### config.mk
export PLATFORM = sky130hd
export DESIGN_NAME = source_tokenizer
export DESIGN_NICKNAME = d
export VERILOG_FILES = /design/src/rtl/stok_pkg.sv /design/src/rtl/source_tokenizer.sv /design/src/rtl/stok_front.sv /design/src/rtl/stok_queue.sv /design/src/rtl/stok_back.sv
export SDC_FILE = /design/constraint.sdc
export NUM_CORES = 1
export LEC_CHECK = 0
export BUFFER_PORTS_ARGS = -buffer_cell sky130_fd_sc_hd__buf_2
export CAP_MARGIN = 20
export CORE_MARGIN = 2
export CORE_UTILIZATION = 40
export DETAILED_ROUTE_END_ITERATION = 12
export GPL_ROUTABILITY_DRIVEN = 0
export MAX_ROUTING_LAYER = met4
export SYNTH_ARGS = -nofsm -noshare
export SYNTH_HDL_FRONTEND = slang
export SYNTH_SLANG_ARGS = --single-unit
export TNS_END_PERCENT = 20
### constraint.sdc
create_clock -name aclk -period 4.2 [get_ports aclk]
set_input_delay 0.42 -clock aclk [delete_from_list [all_inputs] [get_ports aclk]]
set_output_delay 0.42 -clock aclk [all_outputs]
set_load 0.01 [all_outputs]
### src/rtl/stok_pkg.sv
`default_nettype none
// ----------------------------------------------------------------------------
// Source tokenizer package
// Shared widths, token kinds, character constants, the token record and the
// classification helpers, the latter used by the scanner front end.
// ----------------------------------------------------------------------------
package stok_pkg;

    // Width of the running stream position (wraps modulo 2^POS_WIDTH).
    localparam int POS_WIDTH = 16;
    // Fixed width of the start and length fields of a token.
    localparam int TOK_WIDTH = 16;

    // Depth of the queue between the scanner and the output stage.
    localparam int QDEPTH = 4;
    localparam int QPTR_W = $clog2(QDEPTH);
    localparam int QCNT_W = $clog2(QDEPTH + 1);

    typedef logic [POS_WIDTH-1:0] pos_t;
    typedef logic [TOK_WIDTH-1:0] tok_field_t;

    localparam tok_field_t LEN_MAX = '1;

    // Token kinds as they appear on the result channel.
    typedef enum logic [3:0] {
        KIND_END    = 4'd0,
        KIND_I32    = 4'd1,
        KIND_I64    = 4'd2,
        KIND_RETURN = 4'd3,
        KIND_IDENT  = 4'd4,
        KIND_INT    = 4'd5,
        KIND_LPAREN = 4'd6,
        KIND_RPAREN = 4'd7,
        KIND_LBRACE = 4'd8,
        KIND_RBRACE = 4'd9,
        KIND_SEMI   = 4'd10,
        KIND_ASSIGN = 4'd11,
        KIND_PLUS   = 4'd12,
        KIND_BAD    = 4'd13
    } kind_t;

    // Character codes.
    localparam logic [7:0] CH_NUL    = 8'h00;
    localparam logic [7:0] CH_TAB    = 8'h09;
    localparam logic [7:0] CH_LF     = 8'h0A;
    localparam logic [7:0] CH_CR     = 8'h0D;
    localparam logic [7:0] CH_SPACE  = 8'h20;
    localparam logic [7:0] CH_LPAREN = 8'h28;
    localparam logic [7:0] CH_RPAREN = 8'h29;
    localparam logic [7:0] CH_PLUS   = 8'h2B;
    localparam logic [7:0] CH_SEMI   = 8'h3B;
    localparam logic [7:0] CH_ASSIGN = 8'h3D;
    localparam logic [7:0] CH_LBRACE = 8'h7B;
    localparam logic [7:0] CH_RBRACE = 8'h7D;
    localparam logic [7:0] CH_USCORE = 8'h5F;
    localparam logic [7:0] CH_ZERO   = 8'h30;
    localparam logic [7:0] CH_NINE   = 8'h39;
    localparam logic [7:0] CH_LO_A   = 8'h61;
    localparam logic [7:0] CH_LO_Z   = 8'h7A;
    localparam logic [7:0] CH_UP_A   = 8'h41;
    localparam logic [7:0] CH_UP_Z   = 8'h5A;
    localparam logic [7:0] CH_2      = 8'h32;
    localparam logic [7:0] CH_3      = 8'h33;
    localparam logic [7:0] CH_4      = 8'h34;
    localparam logic [7:0] CH_6      = 8'h36;
    localparam logic [7:0] CH_E      = 8'h65;
    localparam logic [7:0] CH_I      = 8'h69;
    localparam logic [7:0] CH_N      = 8'h6E;
    localparam logic [7:0] CH_R      = 8'h72;
    localparam logic [7:0] CH_T      = 8'h74;
    localparam logic [7:0] CH_U      = 8'h75;

    // One token as produced by the scanner.
    typedef struct packed {
        kind_t      kind;
        tok_field_t start;
        tok_field_t length;
    } token_t;

    // Everything one input item causes: one or two tokens.
    typedef struct packed {
        token_t tok0;
        token_t tok1;
        logic   two;
    } pair_t;

    function automatic logic is_letter(input logic [7:0] c);
        return (c >= CH_LO_A && c <= CH_LO_Z) || (c >= CH_UP_A && c <= CH_UP_Z)
            || (c == CH_USCORE);
    endfunction

    function automatic logic is_digit(input logic [7:0] c);
        return (c >= CH_ZERO) && (c <= CH_NINE);
    endfunction

    function automatic logic is_space(input logic [7:0] c);
        return (c == CH_SPACE) || (c == CH_CR) || (c == CH_TAB) || (c == CH_LF);
    endfunction

    // Kind of a single-byte token; anything not listed is unexpected.
    function automatic kind_t single_kind(input logic [7:0] c);
        kind_t k;
        case (c)
            CH_LPAREN: k = KIND_LPAREN;
            CH_RPAREN: k = KIND_RPAREN;
            CH_LBRACE: k = KIND_LBRACE;
            CH_RBRACE: k = KIND_RBRACE;
            CH_SEMI:   k = KIND_SEMI;
            CH_ASSIGN: k = KIND_ASSIGN;
            CH_PLUS:   k = KIND_PLUS;
            default:   k = KIND_BAD;
        endcase
        return k;
    endfunction

endpackage
`default_nettype wire

### src/rtl/source_tokenizer.sv
`default_nettype none
// ----------------------------------------------------------------------------
// Source tokenizer
// Streaming lexical scanner: one source byte in per item, tokens with kind,
// start offset and length out, keyword matching done on the fly.
//
//   Channel   Ports                                   Direction  Content
//   s_        s_valid/s_ready, s_char_byte           in         source byte
//   m_        m_valid/m_ready, m_token_kind,         out        one token
//             m_token_start, m_token_length,
//             m_last_of_run
//
// The scanner takes one byte per cycle while the queue is not full; a byte
// that causes tokens passes through the queue into the output register.
// A byte that causes two tokens gives two output items, so the output side
// sets the long-run rate at one token per cycle while m_ready stays high.
// A four-entry queue of token pairs parts the scanner from the output stage;
// s_ready falls only when that queue is full.
// Reset is synchronous and active low; it clears scanner state and the queue.
// ----------------------------------------------------------------------------
module source_tokenizer (
    input  wire logic         aclk,
    input  wire logic         aresetn,
    input  wire logic         s_valid,
    output      logic         s_ready,
    input  wire logic [7:0]   s_char_byte,
    output      logic         m_valid,
    input  wire logic         m_ready,
    output      logic [3:0]   m_token_kind,
    output      logic [15:0]  m_token_start,
    output      logic [15:0]  m_token_length,
    output      logic         m_last_of_run
);

    logic                q_push, q_full, q_pop, q_valid;
    stok_pkg::pair_t     q_in, q_head;
    stok_pkg::token_t    out_tok;

    // Scanner front end.
    stok_front u_front (
        .aclk        (aclk),
        .aresetn     (aresetn),
        .s_valid     (s_valid),
        .s_ready     (s_ready),
        .s_char_byte (s_char_byte),
        .q_full      (q_full),
        .q_push      (q_push),
        .q_data      (q_in)
    );

    // Queue of token pairs.
    stok_queue u_queue (
        .aclk       (aclk),
        .aresetn    (aresetn),
        .push       (q_push),
        .push_data  (q_in),
        .full       (q_full),
        .pop        (q_pop),
        .head_valid (q_valid),
        .head_data  (q_head)
    );

    // Output stage.
    stok_back u_back (
        .aclk    (aclk),
        .aresetn (aresetn),
        .q_valid (q_valid),
        .q_data  (q_head),
        .q_pop   (q_pop),
        .m_valid (m_valid),
        .m_ready (m_ready),
        .m_tok   (out_tok),
        .m_last  (m_last_of_run)
    );

    assign m_token_kind   = out_tok.kind;
    assign m_token_start  = out_tok.start;
    assign m_token_length = out_tok.length;

endmodule
`default_nettype wire

### src/rtl/stok_front.sv
`default_nettype none
// ----------------------------------------------------------------------------
// Source tokenizer scanner front end
// Accepts one byte per cycle while the queue is not full, tracks the open
// token and the keyword flags, and pushes the tokens that each byte closes or opens into the queue.
// ----------------------------------------------------------------------------
module stok_front (
    input  wire logic                aclk,
    input  wire logic                aresetn,
    input  wire logic                s_valid,
    output      logic                s_ready,
    input  wire logic [7:0]          s_char_byte,
    input  wire logic                q_full,
    output      logic                q_push,
    output      stok_pkg::pair_t     q_data
);

    typedef enum logic [2:0] {
        MODE_IDLE  = 3'b001,
        MODE_IDENT = 3'b010,
        MODE_INT   = 3'b100
    } mode_t;

    mode_t                   mode_reg, mode_next;
    stok_pkg::pos_t          pos_reg, pos_next;
    stok_pkg::pos_t          open_start_reg, open_start_next;
    stok_pkg::tok_field_t    open_len_reg, open_len_next;
    logic [2:0]              kw_reg, kw_next;

    logic                    accept;
    logic                    letter, digit, space;
    logic                    cont, closing, new_emit;
    stok_pkg::token_t        close_tok, new_tok;

    // Drop every keyword whose expected character at this offset differs.
    function automatic logic [2:0] kw_step(input logic [2:0] flags,
                                           input stok_pkg::tok_field_t idx,
                                           input logic [7:0] c);
        logic m0, m1, m2;
        m0 = (idx == stok_pkg::tok_field_t'(0) && c == stok_pkg::CH_I)
          || (idx == stok_pkg::tok_field_t'(1) && c == stok_pkg::CH_3)
          || (idx == stok_pkg::tok_field_t'(2) && c == stok_pkg::CH_2);
        m1 = (idx == stok_pkg::tok_field_t'(0) && c == stok_pkg::CH_I)
          || (idx == stok_pkg::tok_field_t'(1) && c == stok_pkg::CH_6)
          || (idx == stok_pkg::tok_field_t'(2) && c == stok_pkg::CH_4);
        m2 = (idx == stok_pkg::tok_field_t'(0) && c == stok_pkg::CH_R)
          || (idx == stok_pkg::tok_field_t'(1) && c == stok_pkg::CH_E)
          || (idx == stok_pkg::tok_field_t'(2) && c == stok_pkg::CH_T)
          || (idx == stok_pkg::tok_field_t'(3) && c == stok_pkg::CH_U)
          || (idx == stok_pkg::tok_field_t'(4) && c == stok_pkg::CH_R)
          || (idx == stok_pkg::tok_field_t'(5) && c == stok_pkg::CH_N);
        return flags & {m2, m1, m0};
    endfunction

    // An identifier is a keyword only if its flag survived and its length fits.
    function automatic stok_pkg::kind_t ident_kind(input logic [2:0] flags,
                                                   input stok_pkg::tok_field_t len);
        stok_pkg::kind_t k;
        if (flags[0] && len == stok_pkg::tok_field_t'(3)) begin
            k = stok_pkg::KIND_I32;
        end else if (flags[1] && len == stok_pkg::tok_field_t'(3)) begin
            k = stok_pkg::KIND_I64;
        end else if (flags[2] && len == stok_pkg::tok_field_t'(6)) begin
            k = stok_pkg::KIND_RETURN;
        end else begin
            k = stok_pkg::KIND_IDENT;
        end
        return k;
    endfunction

    assign s_ready = !q_full;
    assign accept  = s_valid && s_ready;

    // Classify the byte and build the tokens it may cause.
    always_comb begin
        letter = stok_pkg::is_letter(s_char_byte);
        digit  = stok_pkg::is_digit(s_char_byte);
        space  = stok_pkg::is_space(s_char_byte);

        cont = ((mode_reg == MODE_IDENT) && (letter || digit))
            || ((mode_reg == MODE_INT) && digit);
        closing  = !cont && (mode_reg != MODE_IDLE);
        new_emit = !cont && ((s_char_byte == stok_pkg::CH_NUL)
                             || (!letter && !digit && !space));

        close_tok.kind   = (mode_reg == MODE_IDENT) ? ident_kind(kw_reg, open_len_reg)
                                                    : stok_pkg::KIND_INT;
        close_tok.start  = stok_pkg::tok_field_t'(open_start_reg);
        close_tok.length = open_len_reg;

        if (s_char_byte == stok_pkg::CH_NUL) begin
            new_tok.kind   = stok_pkg::KIND_END;
            new_tok.length = stok_pkg::tok_field_t'(0);
        end else begin
            new_tok.kind   = stok_pkg::single_kind(s_char_byte);
            new_tok.length = stok_pkg::tok_field_t'(1);
        end
        new_tok.start = stok_pkg::tok_field_t'(pos_reg);

        q_data.tok0 = closing ? close_tok : new_tok;
        q_data.tok1 = new_tok;
        q_data.two  = closing && new_emit;
        q_push      = accept && (closing || new_emit);
    end

    // Scanner state update.
    always_comb begin
        mode_next       = mode_reg;
        pos_next        = pos_reg;
        open_start_next = open_start_reg;
        open_len_next   = open_len_reg;
        kw_next         = kw_reg;
        if (accept) begin
            if (cont) begin
                kw_next       = kw_step(kw_reg, open_len_reg, s_char_byte);
                open_len_next = (open_len_reg == stok_pkg::LEN_MAX) ? open_len_reg
                              : open_len_reg + stok_pkg::tok_field_t'(1);
                pos_next      = pos_reg + stok_pkg::pos_t'(1);
            end else begin
                mode_next     = MODE_IDLE;
                open_len_next = '0;
                kw_next       = 3'b111;
                if (s_char_byte == stok_pkg::CH_NUL) begin
                    open_start_next = '0;
                    pos_next        = '0;
                end else begin
                    if (letter || digit) begin
                        mode_next       = letter ? MODE_IDENT : MODE_INT;
                        open_start_next = pos_reg;
                        open_len_next   = stok_pkg::tok_field_t'(1);
                        kw_next         = kw_step(3'b111, '0, s_char_byte);
                    end
                    pos_next = pos_reg + stok_pkg::pos_t'(1);
                end
            end
        end
    end

    // State registers.
    always_ff @(posedge aclk) begin
        if (!aresetn) begin
            mode_reg       <= MODE_IDLE;
            pos_reg        <= '0;
            open_start_reg <= '0;
            open_len_reg   <= '0;
            kw_reg         <= 3'b111;
        end else begin
            mode_reg       <= mode_next;
            pos_reg        <= pos_next;
            open_start_reg <= open_start_next;
            open_len_reg   <= open_len_next;
            kw_reg         <= kw_next;
        end
    end

`ifndef SYNTHESIS
    // An end byte returns the scanner to the start of a fresh stream.
    a_end_restarts: assert property (@(posedge aclk) disable iff (!aresetn)
        accept && (s_char_byte == stok_pkg::CH_NUL)
        |=> (pos_reg == '0) && (mode_reg == MODE_IDLE))
        else $error("scanner did not restart after end byte");

    // While no token is open the keyword flags and length stay at rest.
    a_idle_clean: assert property (@(posedge aclk) disable iff (!aresetn)
        (mode_reg == MODE_IDLE) |-> (open_len_reg == '0) && (kw_reg == 3'b111))
        else $error("idle scanner holds stale token state");
`endif

endmodule
`default_nettype wire

### src/rtl/stok_queue.sv
`default_nettype none
// ----------------------------------------------------------------------------
// Source tokenizer queue
// Short first-in first-out store of token pairs between scanner and output.
// ----------------------------------------------------------------------------
module stok_queue (
    input  wire logic                aclk,
    input  wire logic                aresetn,
    input  wire logic                push,
    input  wire stok_pkg::pair_t     push_data,
    output      logic                full,
    input  wire logic                pop,
    output      logic                head_valid,
    output      stok_pkg::pair_t     head_data
);

    stok_pkg::pair_t                 mem [stok_pkg::QDEPTH];
    logic [stok_pkg::QPTR_W-1:0]     wr_ptr_reg, rd_ptr_reg;
    logic [stok_pkg::QCNT_W-1:0]     count_reg;

    assign full       = (count_reg == stok_pkg::QCNT_W'(stok_pkg::QDEPTH));
    assign head_valid = (count_reg != '0);
    assign head_data  = mem[rd_ptr_reg];

    // Storage write.
    always_ff @(posedge aclk) begin
        if (push) begin
            mem[wr_ptr_reg] <= push_data;
        end
    end

    // Pointers and fill count.
    always_ff @(posedge aclk) begin
        if (!aresetn) begin
            wr_ptr_reg <= '0;
            rd_ptr_reg <= '0;
            count_reg  <= '0;
        end else begin
            if (push) begin
                wr_ptr_reg <= wr_ptr_reg + stok_pkg::QPTR_W'(1);
            end
            if (pop) begin
                rd_ptr_reg <= rd_ptr_reg + stok_pkg::QPTR_W'(1);
            end
            if (push && !pop) begin
                count_reg <= count_reg + stok_pkg::QCNT_W'(1);
            end else if (pop && !push) begin
                count_reg <= count_reg - stok_pkg::QCNT_W'(1);
            end
        end
    end

`ifndef SYNTHESIS
    // The scanner never pushes into a full queue, the output never pops empty.
    a_no_overflow: assert property (@(posedge aclk) disable iff (!aresetn)
        !(push && full) && !(pop && !head_valid))
        else $error("queue overflow or underflow");
`endif

endmodule
`default_nettype wire

### src/rtl/stok_back.sv
`default_nettype none
// ----------------------------------------------------------------------------
// Source tokenizer output stage
// Takes token pairs from the queue and presents them one token per item,
// marking the last token that a byte caused.
// ----------------------------------------------------------------------------
module stok_back (
    input  wire logic                aclk,
    input  wire logic                aresetn,
    input  wire logic                q_valid,
    input  wire stok_pkg::pair_t     q_data,
    output      logic                q_pop,
    output      logic                m_valid,
    input  wire logic                m_ready,
    output      stok_pkg::token_t    m_tok,
    output      logic                m_last
);

    logic                m_valid_reg, m_valid_next;
    logic                last_reg, last_next;
    logic                pend_reg, pend_next;
    stok_pkg::token_t    tok_reg, tok_next;
    stok_pkg::token_t    pend_tok_reg, pend_tok_next;
    logic                out_free;

    // Refill the output register from the pending token or the queue head.
    always_comb begin
        out_free      = !m_valid_reg || m_ready;
        m_valid_next  = m_valid_reg;
        last_next     = last_reg;
        pend_next     = pend_reg;
        tok_next      = tok_reg;
        pend_tok_next = pend_tok_reg;
        q_pop         = 1'b0;
        if (out_free) begin
            if (pend_reg) begin
                m_valid_next = 1'b1;
                tok_next     = pend_tok_reg;
                last_next    = 1'b1;
                pend_next    = 1'b0;
            end else if (q_valid) begin
                q_pop         = 1'b1;
                m_valid_next  = 1'b1;
                tok_next      = q_data.tok0;
                last_next     = !q_data.two;
                pend_next     = q_data.two;
                pend_tok_next = q_data.tok1;
            end else begin
                m_valid_next = 1'b0;
            end
        end
    end

    // Control registers.
    always_ff @(posedge aclk) begin
        if (!aresetn) begin
            m_valid_reg <= 1'b0;
            pend_reg    <= 1'b0;
        end else begin
            m_valid_reg <= m_valid_next;
            pend_reg    <= pend_next;
        end
    end

    // Payload registers.
    always_ff @(posedge aclk) begin
        tok_reg      <= tok_next;
        last_reg     <= last_next;
        pend_tok_reg <= pend_tok_next;
    end

    assign m_valid = m_valid_reg;
    assign m_tok   = tok_reg;
    assign m_last  = last_reg;

`ifndef SYNTHESIS
    // A second token only waits behind a first one still on the output.
    a_pend_behind: assert property (@(posedge aclk) disable iff (!aresetn)
        pend_reg |-> m_valid_reg && !last_reg)
        else $error("pending token without a first token shown");

    // Once the first of two tokens leaves, the second follows marked last.
    a_pend_follows: assert property (@(posedge aclk) disable iff (!aresetn)
        pend_reg && m_ready |=> m_valid_reg && last_reg && !pend_reg)
        else $error("second token of a pair not delivered next");
`endif

endmodule
`default_nettype wire

==> impl_metrics.tcl, run 1 <==
set metrics [dict create \
    synth-edff-count 290 \
    worst_ep_required_time_ns 4.63 \
    antenna_found_initial 0 \
    power_density_nw_per_um2 598 \
    synth_common_cells "290 x edfxtp_1, 65 x dfxtp_1, 58 x mux4_2" \
    io_buffers 50 \
    status "finished clean" \
    worst_pin_slew_ns 0.729 \
    yosys-top-cells-area "edfxtp_1 61%, mux4_2 9.1%, dfxtp_1 9.1%, mux2_2 2.8%, nor2_1 1.2%" \
    largest_reg_flops 232 \
    min_path_type "in -> reg" \
    clock_skew_ns 0.0195 \
    drv_cap 0 \
    fin_nets 947 \
    avgSynthCellArea_um2 16.6 \
    worstHoldPathCells 2 \
    cts_buffers 37 \
    syn_area_um2 14300 \
    startpoint_type "input pin" \
    grt_pass1_vias 7576 \
    hold_end "u_front.kw_reg[2]$_SDFFE_PN1P_" \
    clkTransAtPathRegs_ns 0.06 \
    crit_fanout 16 \
    first_pass_iters 6 \
    rrSetupSlack_ns 1.11 \
    cts_tree "done" \
    fin_setup_tns_ns 0 \
    grt_pass1_wl_um 44300 \
    pin_count 51 \
    r2r-end "u_queue.count_reg[2]$_SDFFE_PN0P_" \
    area_delta_synth_final_pct 14.6 \
    hp-start "aresetn" \
    ys_seq_area_frac 0.700 \
    start_util 0.404 \
    fmax_mhz 323 \
    cts_hold_buf 0 \
    ys_ff_latch 355 \
    fp.dieH_um 193 \
    worst-setup-path-type "in -> reg" \
    post-route-drc-count 0 \
    htreeDepth 2 \
    wl_um 28400 \
    reg2reg_from "u_front.mode_reg[1]$_SDFFE_PN0P_" \
    maxSlewViolCount 0 \
    synth-main-ff-cell "edfxtp_1" \
    drt_iter0_drc 560 \
    yosysMostFrequentCell "edfxtp_1" \
    vias 7541 \
    cts.sinks 355 \
    place_area_um2 15200 \
    startpoint "s_char_byte[1]" \
    grt_max_degree 38 \
    drive_above_1_share 0.258 \
    synth_top_area_frac 0.609 \
    cpPeakStageDelay_ns 0.51 \
    period_share 0.737 \
    slowest_stage "a221oi_2" \
    worstRegToRegCells 11 \
    synth.distinct_cells 69 \
    async_reset_ff_frac 0 \
    power_leakage_nw 5.48 \
    synthCells 861 \
    dp_hpwl_um 17500 \
    rsz0062_at_grt "false" \
    slew_headroom 0.509 \
    worstSetupEndpointType "register" \
    syn_nets 884 \
    rows 69 \
    insertion_delay_ns 0.52 \
    cts-root-buf "clkbuf_16" \
    clk_path_buf_depth 3 \
    ys_warn_count 0 \
    grt.total_usage 0.161 \
    grt_overflow 0 \
    synth_largest_area_cell "edfxtp_1" \
    cp_cell_sequence "buf_2 -> o21ai_1 -> a221oi_2 -> a2111oi_2 -> or2_1 -> a21oi_2 -> ha_1 -> inv_1 -> fa_1 -> xor2_1 -> or3_1 -> a21boi_0" \
    post_drt_wl_per_cell_um 20.1 \
    viasPerCell 5.34 \
    min_period_ns 3.10 \
    peakVddDrop_mv 0.328 \
    core-area_um2 35400 \
    cts_resized 0 \
    final_area_um2 16400 \
    total_power_mw 9.80 \
    n_antenna_cell 0 \
    dieArea_um2 37300 \
    finalHoldViolCount 0 \
    setup_violations 0 \
    die_x_um 193 \
    cp.arrival_ns 3.53 \
    final_antenna_net_count 0 \
    post_cts_buffers 0 \
]
-- routing by layer --
layer	global-route usage	vias to the layer above	wire, um
met5	-	-	0
met4	0.0361	0	416
met3	0.0224	30	1040
met2	0.251	145	13300
met1	0.226	3878	13600
li1	-	3488	-
-- cell type report --
| class | count | area (um^2) |
|---|---|---|
| clock buffers | 51 | 1040 |
| well taps | 461 | 577 |
| flip-flops and latches | 355 | 10000 |
| repair buffers | 70 | 475 |
| fillers | 3064 | 19000 |
| multi-input cells | 451 | 4090 |
| clock inverters | 16 | 175 |
| inverters | 9 | 33.8 |
-- cell families after synthesis --
| family | Yosys count | synth area share |
|---|---|---|
| compound gates | 88 | 0.0486 |
| xor+xnor | 23 | 0.0141 |
| fa+ha+maj | 11 | 0.0101 |
| buf+inv | 55 | 0.0161 |
| flops | 355 | 0.700 |
| mux | 104 | 0.127 |
| simple gates | 225 | 0.0846 |
-- worst max-delay path, delay by kind of cell --
family,cells,cell delay (ns)
AOI/OAI and AO/OA,5,1.38
and+or+nand+nor,2,0.63
adders and majority gates,2,0.61
buffers and inverters,2,0.33
xor gates and xnor gates,1,0.15
-- cells in the final DEF (no fill, tap or decap), types with 11 or more instances in the layout --
master	count
a22o_1	19
nand3_1	12
nor2_1	44
and3_1	16
xor2_1	13
dfxtp_1	62
a21oi_1	11
nand4_1	11
nor2b_1	20
mux2_2	35
mux4_2	58
clkbuf_16	38
nand2_1	44
edfxtp_1	290
buf_4	14
and2_1	22
buf_2	50
-- worst max path at each step --
stage	end	depth (start not counted)	slack [ns]
3_5_place_dp	u_queue.count_reg[2]$_SDFFE_PN0P_	12	0.61
2_1_floorplan	u_queue.mem[2][0]$_DFFE_PP_	8	0.41
3_3_place_gp	u_queue.count_reg[2]$_SDFFE_PN0P_	12	0.66
6_report	u_queue.count_reg[2]$_SDFFE_PN0P_	12	1.10
5_1_grt	u_queue.count_reg[2]$_SDFFE_PN0P_	11	0.80
4_1_cts	u_queue.count_reg[2]$_SDFFE_PN0P_	11	1.13
-- power by group --
group          total, mW  switching, mW  internal (mW)
Clock               3.23           1.30           1.93
Combinational       1.84           1.00          0.840
Sequential          4.73          0.233           4.50
-- through the flow --
step	util	worst slack (ns)	hold WS (ns)	std cells
after floorplan	-	0.411	0.437	861
after global placement	0.429	0.664	0.450	1346
after detailed placement	0.429	0.615	0.449	1346
after CTS	0.463	1.13	0.373	1413
after global routing	0.463	0.801	0.403	1413
final	0.463	1.10	0.380	1413
Power figures use the tool's default switching activity.
==> inputs of run 2 (changes only) <==
- clock period: 4.2 -> 2.75 ns (I/O delays scaled with it)
==> run 2 against run 1 <==
  * Sequential share of layout area down 1.9 points
  * Routed wire length down 1.0%
  * Design area up 3.2%
  * Clock power up 66%
  * Flip-flop and latch count unchanged
  * Sequential power up 51%
  * Utilization up 1.5 points
  * Cell count up 2.3%
  * Setup slack worse by 0.94 ns
  * Count of clock-buffer cells in the layout down 3
  * Critical endpoint unchanged
  * Largest power group unchanged
==> impl_metrics.tcl, run 2 (synthesis results as in run 1) <==
set metrics [dict create \
    post_cts_buffers 0 \
    core-area_um2 35400 \
    final_antenna_net_count 0 \
    cp.arrival_ns 3.04 \
    worstSetupEndpointType "register" \
    viasPerCell 5.26 \
    status "finished clean" \
    maxSlewViolCount 0 \
    fin_nets 980 \
    die_x_um 193 \
    clock_skew_ns 0.0191 \
    grt_pass1_wl_um 44600 \
    layoutNonFillerInstCount 1446 \
    htreeDepth 2 \
    final_common_cell "edfxtp_1" \
    start_util 0.404 \
    slowest_stage "dfxtp_1" \
    post_drt_wl_per_cell_um 19.5 \
    grt_pass1_vias 7696 \
    place_area_um2 15600 \
    worst_pin_slew_ns 0.844 \
    clkTransAtPathRegs_ns 0.06 \
    finalHoldViolCount 0 \
    drv_cap 0 \
    cts_resized 0 \
    grt_max_degree 41 \
    peakVddDrop_mv 0.467 \
    n_antenna_cell 0 \
    cts_hold_buf 0 \
    cts_buffers 37 \
    grt.total_usage 0.161 \
    dp_hpwl_um 17700 \
    pin_count 51 \
    pre_cts_slack_ns -0.155 \
    io_buffers 50 \
    area_delta_synth_final_pct 18.3 \
    drt_iter0_drc 512 \
    largest_reg_flops 232 \
    min_path_type "in -> reg" \
    clk_path_buf_depth 3 \
    crit_family "simple AND/OR/NAND/NOR gates" \
    power_density_nw_per_um2 918 \
    rsz0062_at_grt "false" \
    total_power_mw 15.5 \
    power_leakage_nw 5.72 \
    setup_violations 0 \
    worst_ep_required_time_ns 3.20 \
    vias 7606 \
    cts.sinks 355 \
    worst-path-buf-inv 2 \
    slew_headroom 0.437 \
    fp.dieH_um 193 \
    cp_cell_sequence "nor3b_1 -> buf_4 -> o211ai_1 -> o21ai_1 -> or2_1 -> a21oi_4 -> ha_2 -> inv_1 -> fa_2 -> xor2_1 -> or3_1 -> a21boi_1" \
    grt_overflow 0 \
    rows 69 \
    startpoint_type "register" \
    cpPeakStageDelay_ns 0.34 \
    layout_common_cells "290 x edfxtp_1, 62 x dfxtp_1, 58 x mux4_2" \
    dieArea_um2 37300 \
    first_pass_iters 5 \
    final_area_um2 16900 \
    placedCellCount 1379 \
    period_share 0.941 \
    insertion_delay_ns 0.52 \
    crit_fanout 5 \
    post-route-drc-count 0 \
    drive_above_1_share 0.288 \
    wl_um 28100 \
    setup_ws_ns 0.163 \
    antenna_found_initial 0 \
    cts-root-buf "clkbuf_16" \
    worst-setup-path-type "reg -> reg" \
    min_period_ns 2.59 \
    cts_tree "done" \
    fmax_mhz 387 \
]
[run 2: worst reg2reg max path, cell delays in order (launching register included)]
cell and delay [ns]:
dfxtp_1 0.34, nor3b_1 0.15, buf_4 0.15, o211ai_1 0.16, o21ai_1 0.12, or2_1 0.29, a21oi_4 0.15, ha_2 0.19
inv_1 0.05, fa_2 0.33, xor2_1 0.15, or3_1 0.30, a21boi_1 0.15
[run 2: final timing paths]
| check | depth (start not counted) | endpoint | slack [ns] | start |
|---|---|---|---|---|
| setup reg to reg | 12 | u_queue.count_reg[2]$_SDFFE_PN0P_ | 0.16 | u_front.mode_reg[1]$_SDFFE_PN0P_ |
| setup / recovery | 12 | u_queue.count_reg[2]$_SDFFE_PN0P_ | 0.16 | u_front.mode_reg[1]$_SDFFE_PN0P_ |
| hold reg to reg | 1 | u_front.open_start_reg[7]$_SDFFE_PN0P_ | 0.47 | u_front.open_start_reg[7]$_SDFFE_PN0P_ |
| hold / removal | 2 | u_front.kw_reg[2]$_SDFFE_PN1P_ | 0.09 | aresetn |
[run 2: per-stage QoR]
step	utilization	hold WS, ns	setup TNS [ns]
after floorplan	-	0.437	-18.39
after global placement	0.441	0.451	-0.0994
after detailed placement	0.441	0.452	-0.162
after CTS	0.478	0.0649	0
after global routing	0.478	0.0932	0
final	0.478	0.0851	0
[run 2: layout make-up]
type / count / area (um^2)
Inverter: 9 / 33.8
Sequential cell: 355 / 10000
Tap cell: 461 / 577
Clock buffer: 48 / 998
Clock inverter: 19 / 314
Multi-Input combinational cell: 451 / 4150
Fill cell: 3034 / 18500
Timing Repair Buffer: 103 / 836
[run 2: routing by layer]
layer  up-vias  share of wire  GRT usage
met1      3843           0.47      0.225
met3        43          0.040     0.0239
met5         -              0          -
li1       3561              -          -
met4         0          0.019     0.0408
met2       159           0.47      0.251
[run 2: where the power goes]
group | switching, mW | total (mW) | leakage, nW | internal, mW
clock | 2.02 | 5.35 | 0.639 | 3.33
sequential | 0.256 | 7.12 | 3.21 | 6.86
combinational | 1.66 | 3.08 | 1.87 | 1.42
==> inputs of run 3 (changes only) <==
- clock period: 2.75 -> 2.7 ns (I/O delays scaled with it)
==> run 3 against run 2 <==
  * Utilization shrank 0.27 points
  * Combinational power is essentially flat
  * Highest routed layer unchanged
  * Power grew 0.18%
  * Critical path depth is the same
  * First-iteration DRC count grew 17%
  * Routed wire length grew 3.2%
  * Cell count grew 0.14%
  * Count of clock-buffer cells in the layout shrank 4
  * Setup slack lost 0.0075 ns
  * Hold slack gained 0.15 ns
  * Clock power shrank 3%
  * Die area is the same
==> impl_metrics.tcl, run 3 (synthesis results as in run 1) <==
set metrics [dict create \
    period_share 0.942 \
    io_buffers 50 \
    maxSlewViolCount 0 \
    die_x_um 193 \
    htreeDepth 2 \
    grt.total_usage 0.165 \
    worst_ep_required_time_ns 3.14 \
    cts_buffers 36 \
    drv_cap 0 \
    viasPerCell 5.26 \
    clk_path_buf_depth 3 \
    netSwitchingFraction 0.256 \
    clock_skew_ns 0.0165 \
    peakVddDrop_mv 0.469 \
    drive_above_1_share 0.287 \
    fin_setup_tns_ns 0 \
    startpoint_type "register" \
    fin_nets 983 \
    worst_pin_slew_ns 1.05 \
    antenna_found_initial 0 \
    area_delta_synth_final_pct 17.6 \
    clkTransAtPathRegs_ns 0.06 \
    worstRegToRegCells 12 \
    grt_overflow 0 \
    setup_violations 0 \
    cts.sinks 355 \
    p_clk_frac 0.332 \
    largest_reg_flops 232 \
    dieArea_um2 37300 \
    post-route-drc-count 0 \
    cts_hold_buf 0 \
    vias 7618 \
    cts_tree "done" \
    drt_iter0_drc 601 \
    p_comb_frac 0.199 \
    total_power_mw 15.6 \
    pin_count 51 \
    worstSetupEndpointType "register" \
    seqPwrFrac 0.469 \
    start_util 0.404 \
    first_pass_iters 5 \
    wl_um 29000 \
    final_common_cell "edfxtp_1" \
    insertion_delay_ns 0.52 \
    fp.dieH_um 193 \
    min_period_ns 2.54 \
    n_antenna_cell 0 \
    switching_power_mw 3.99 \
    status "finished clean" \
    post_cts_buffers 0 \
    crit_fanout 5 \
    core-area_um2 35400 \
    final_antenna_net_count 0 \
    power_leakage_nw 5.68 \
    grt_pass1_vias 7602 \
    dp_hpwl_um 17900 \
    min_path_type "in -> reg" \
    post_drt_wl_per_cell_um 20.1 \
    worst-setup-path-type "reg -> reg" \
    place_area_um2 15600 \
    slew_headroom 0.302 \
    rows 69 \
    cp.arrival_ns 2.99 \
    power_density_nw_per_um2 925 \
    finalHoldViolCount 0 \
    grt_max_degree 39 \
    worstHoldPathCells 3 \
    fmax_mhz 393 \
    cts-root-buf "clkbuf_16" \
    p_int_mw 11.6 \
    layout_common_cells "290 x edfxtp_1, 62 x dfxtp_1, 58 x mux4_2" \
    grt_pass1_wl_um 45200 \
    final_area_um2 16800 \
]
run 3: cell types whose count changed in the layout (fill, tap and decap cells not counted), moves of 2 or more:
cell / before / now
buf_12: 15 / 11
buf_4: 38 / 46
clkbuf_1: 9 / 7
clkbuf_16: 38 / 36
clkinv_1: 3 / 8
clkinv_4: 3 / 0
run 3: power by group through the flow:
stage               logic [mW]  clock network (mW)  registers, mW
floorplan                 1.83                   0           7.48
global placement          3.16                   0           7.40
detailed placement        3.14                   0           7.43
CTS                       3.18                5.29           7.32
global route              3.41                5.50           7.38
finish                    3.09                5.18           7.30
run 3: worst paths after layout:
| path | from | slack [ns] | to |
|---|---|---|---|
| max | u_front.mode_reg[1]$_SDFFE_PN0P_ | 0.16 | u_queue.count_reg[2]$_SDFFE_PN0P_ |
| min | aresetn | 0.24 | u_front.kw_reg[2]$_SDFFE_PN1P_ |
| max reg2reg | u_front.mode_reg[1]$_SDFFE_PN0P_ | 0.16 | u_queue.count_reg[2]$_SDFFE_PN0P_ |
| min reg2reg | u_front.open_start_reg[9]$_SDFFE_PN0P_ | 0.47 | u_front.open_start_reg[9]$_SDFFE_PN0P_ |
run 3: cell type report:
class,count,area [um^2]
Sequential cell,355,10000
Multi-Input combinational cell,451,4160
Clock inverter,21,288
Inverter,9,33.8
Clock buffer,44,941
Timing Repair Buffer,107,816
Fill cell,3028,18600
Tap cell,461,577
run 3: routing by layer:
metal,up-vias,GRT usage,share of wire
li1,3556,-,-
met1,3888,0.230,0.47
met2,136,0.260,0.48
met3,38,0.0217,0.032
met4,0,0.0393,0.016
met5,-,-,0
run 3: timing repair:
action / in CTS / in global routing
hold endpoints to repair: 0 / 0
gates resized for setup: 0 / 3
endpoints found under the setup margin: 0 / 2
run 3: metrics by stage:
stage / setup slack [ns] / std cells / hold WS, ns / util
floorplan: -0.124 / 861 / 0.437 / -
global placement: -0.150 / 1383 / 0.450 / 0.440
detailed placement: -0.213 / 1383 / 0.455 / 0.440
CTS: 0.0904 / 1448 / 0.227 / 0.475
global route: -0.00288 / 1448 / 0.259 / 0.476
finish: 0.155 / 1448 / 0.236 / 0.476
run 3: critical path, cell delays in order, from the launching register on:
cell and delay [ns]:
dfxtp_1 0.35, nor3b_1 0.15, buf_4 0.16, a31oi_4 0.19, a2111oi_4 0.06, or2_1 0.29, a21oi_4 0.17, ha_4 0.15
inv_1 0.05, fa_2 0.33, xor2_1 0.15, or3_1 0.30, a21boi_1 0.14
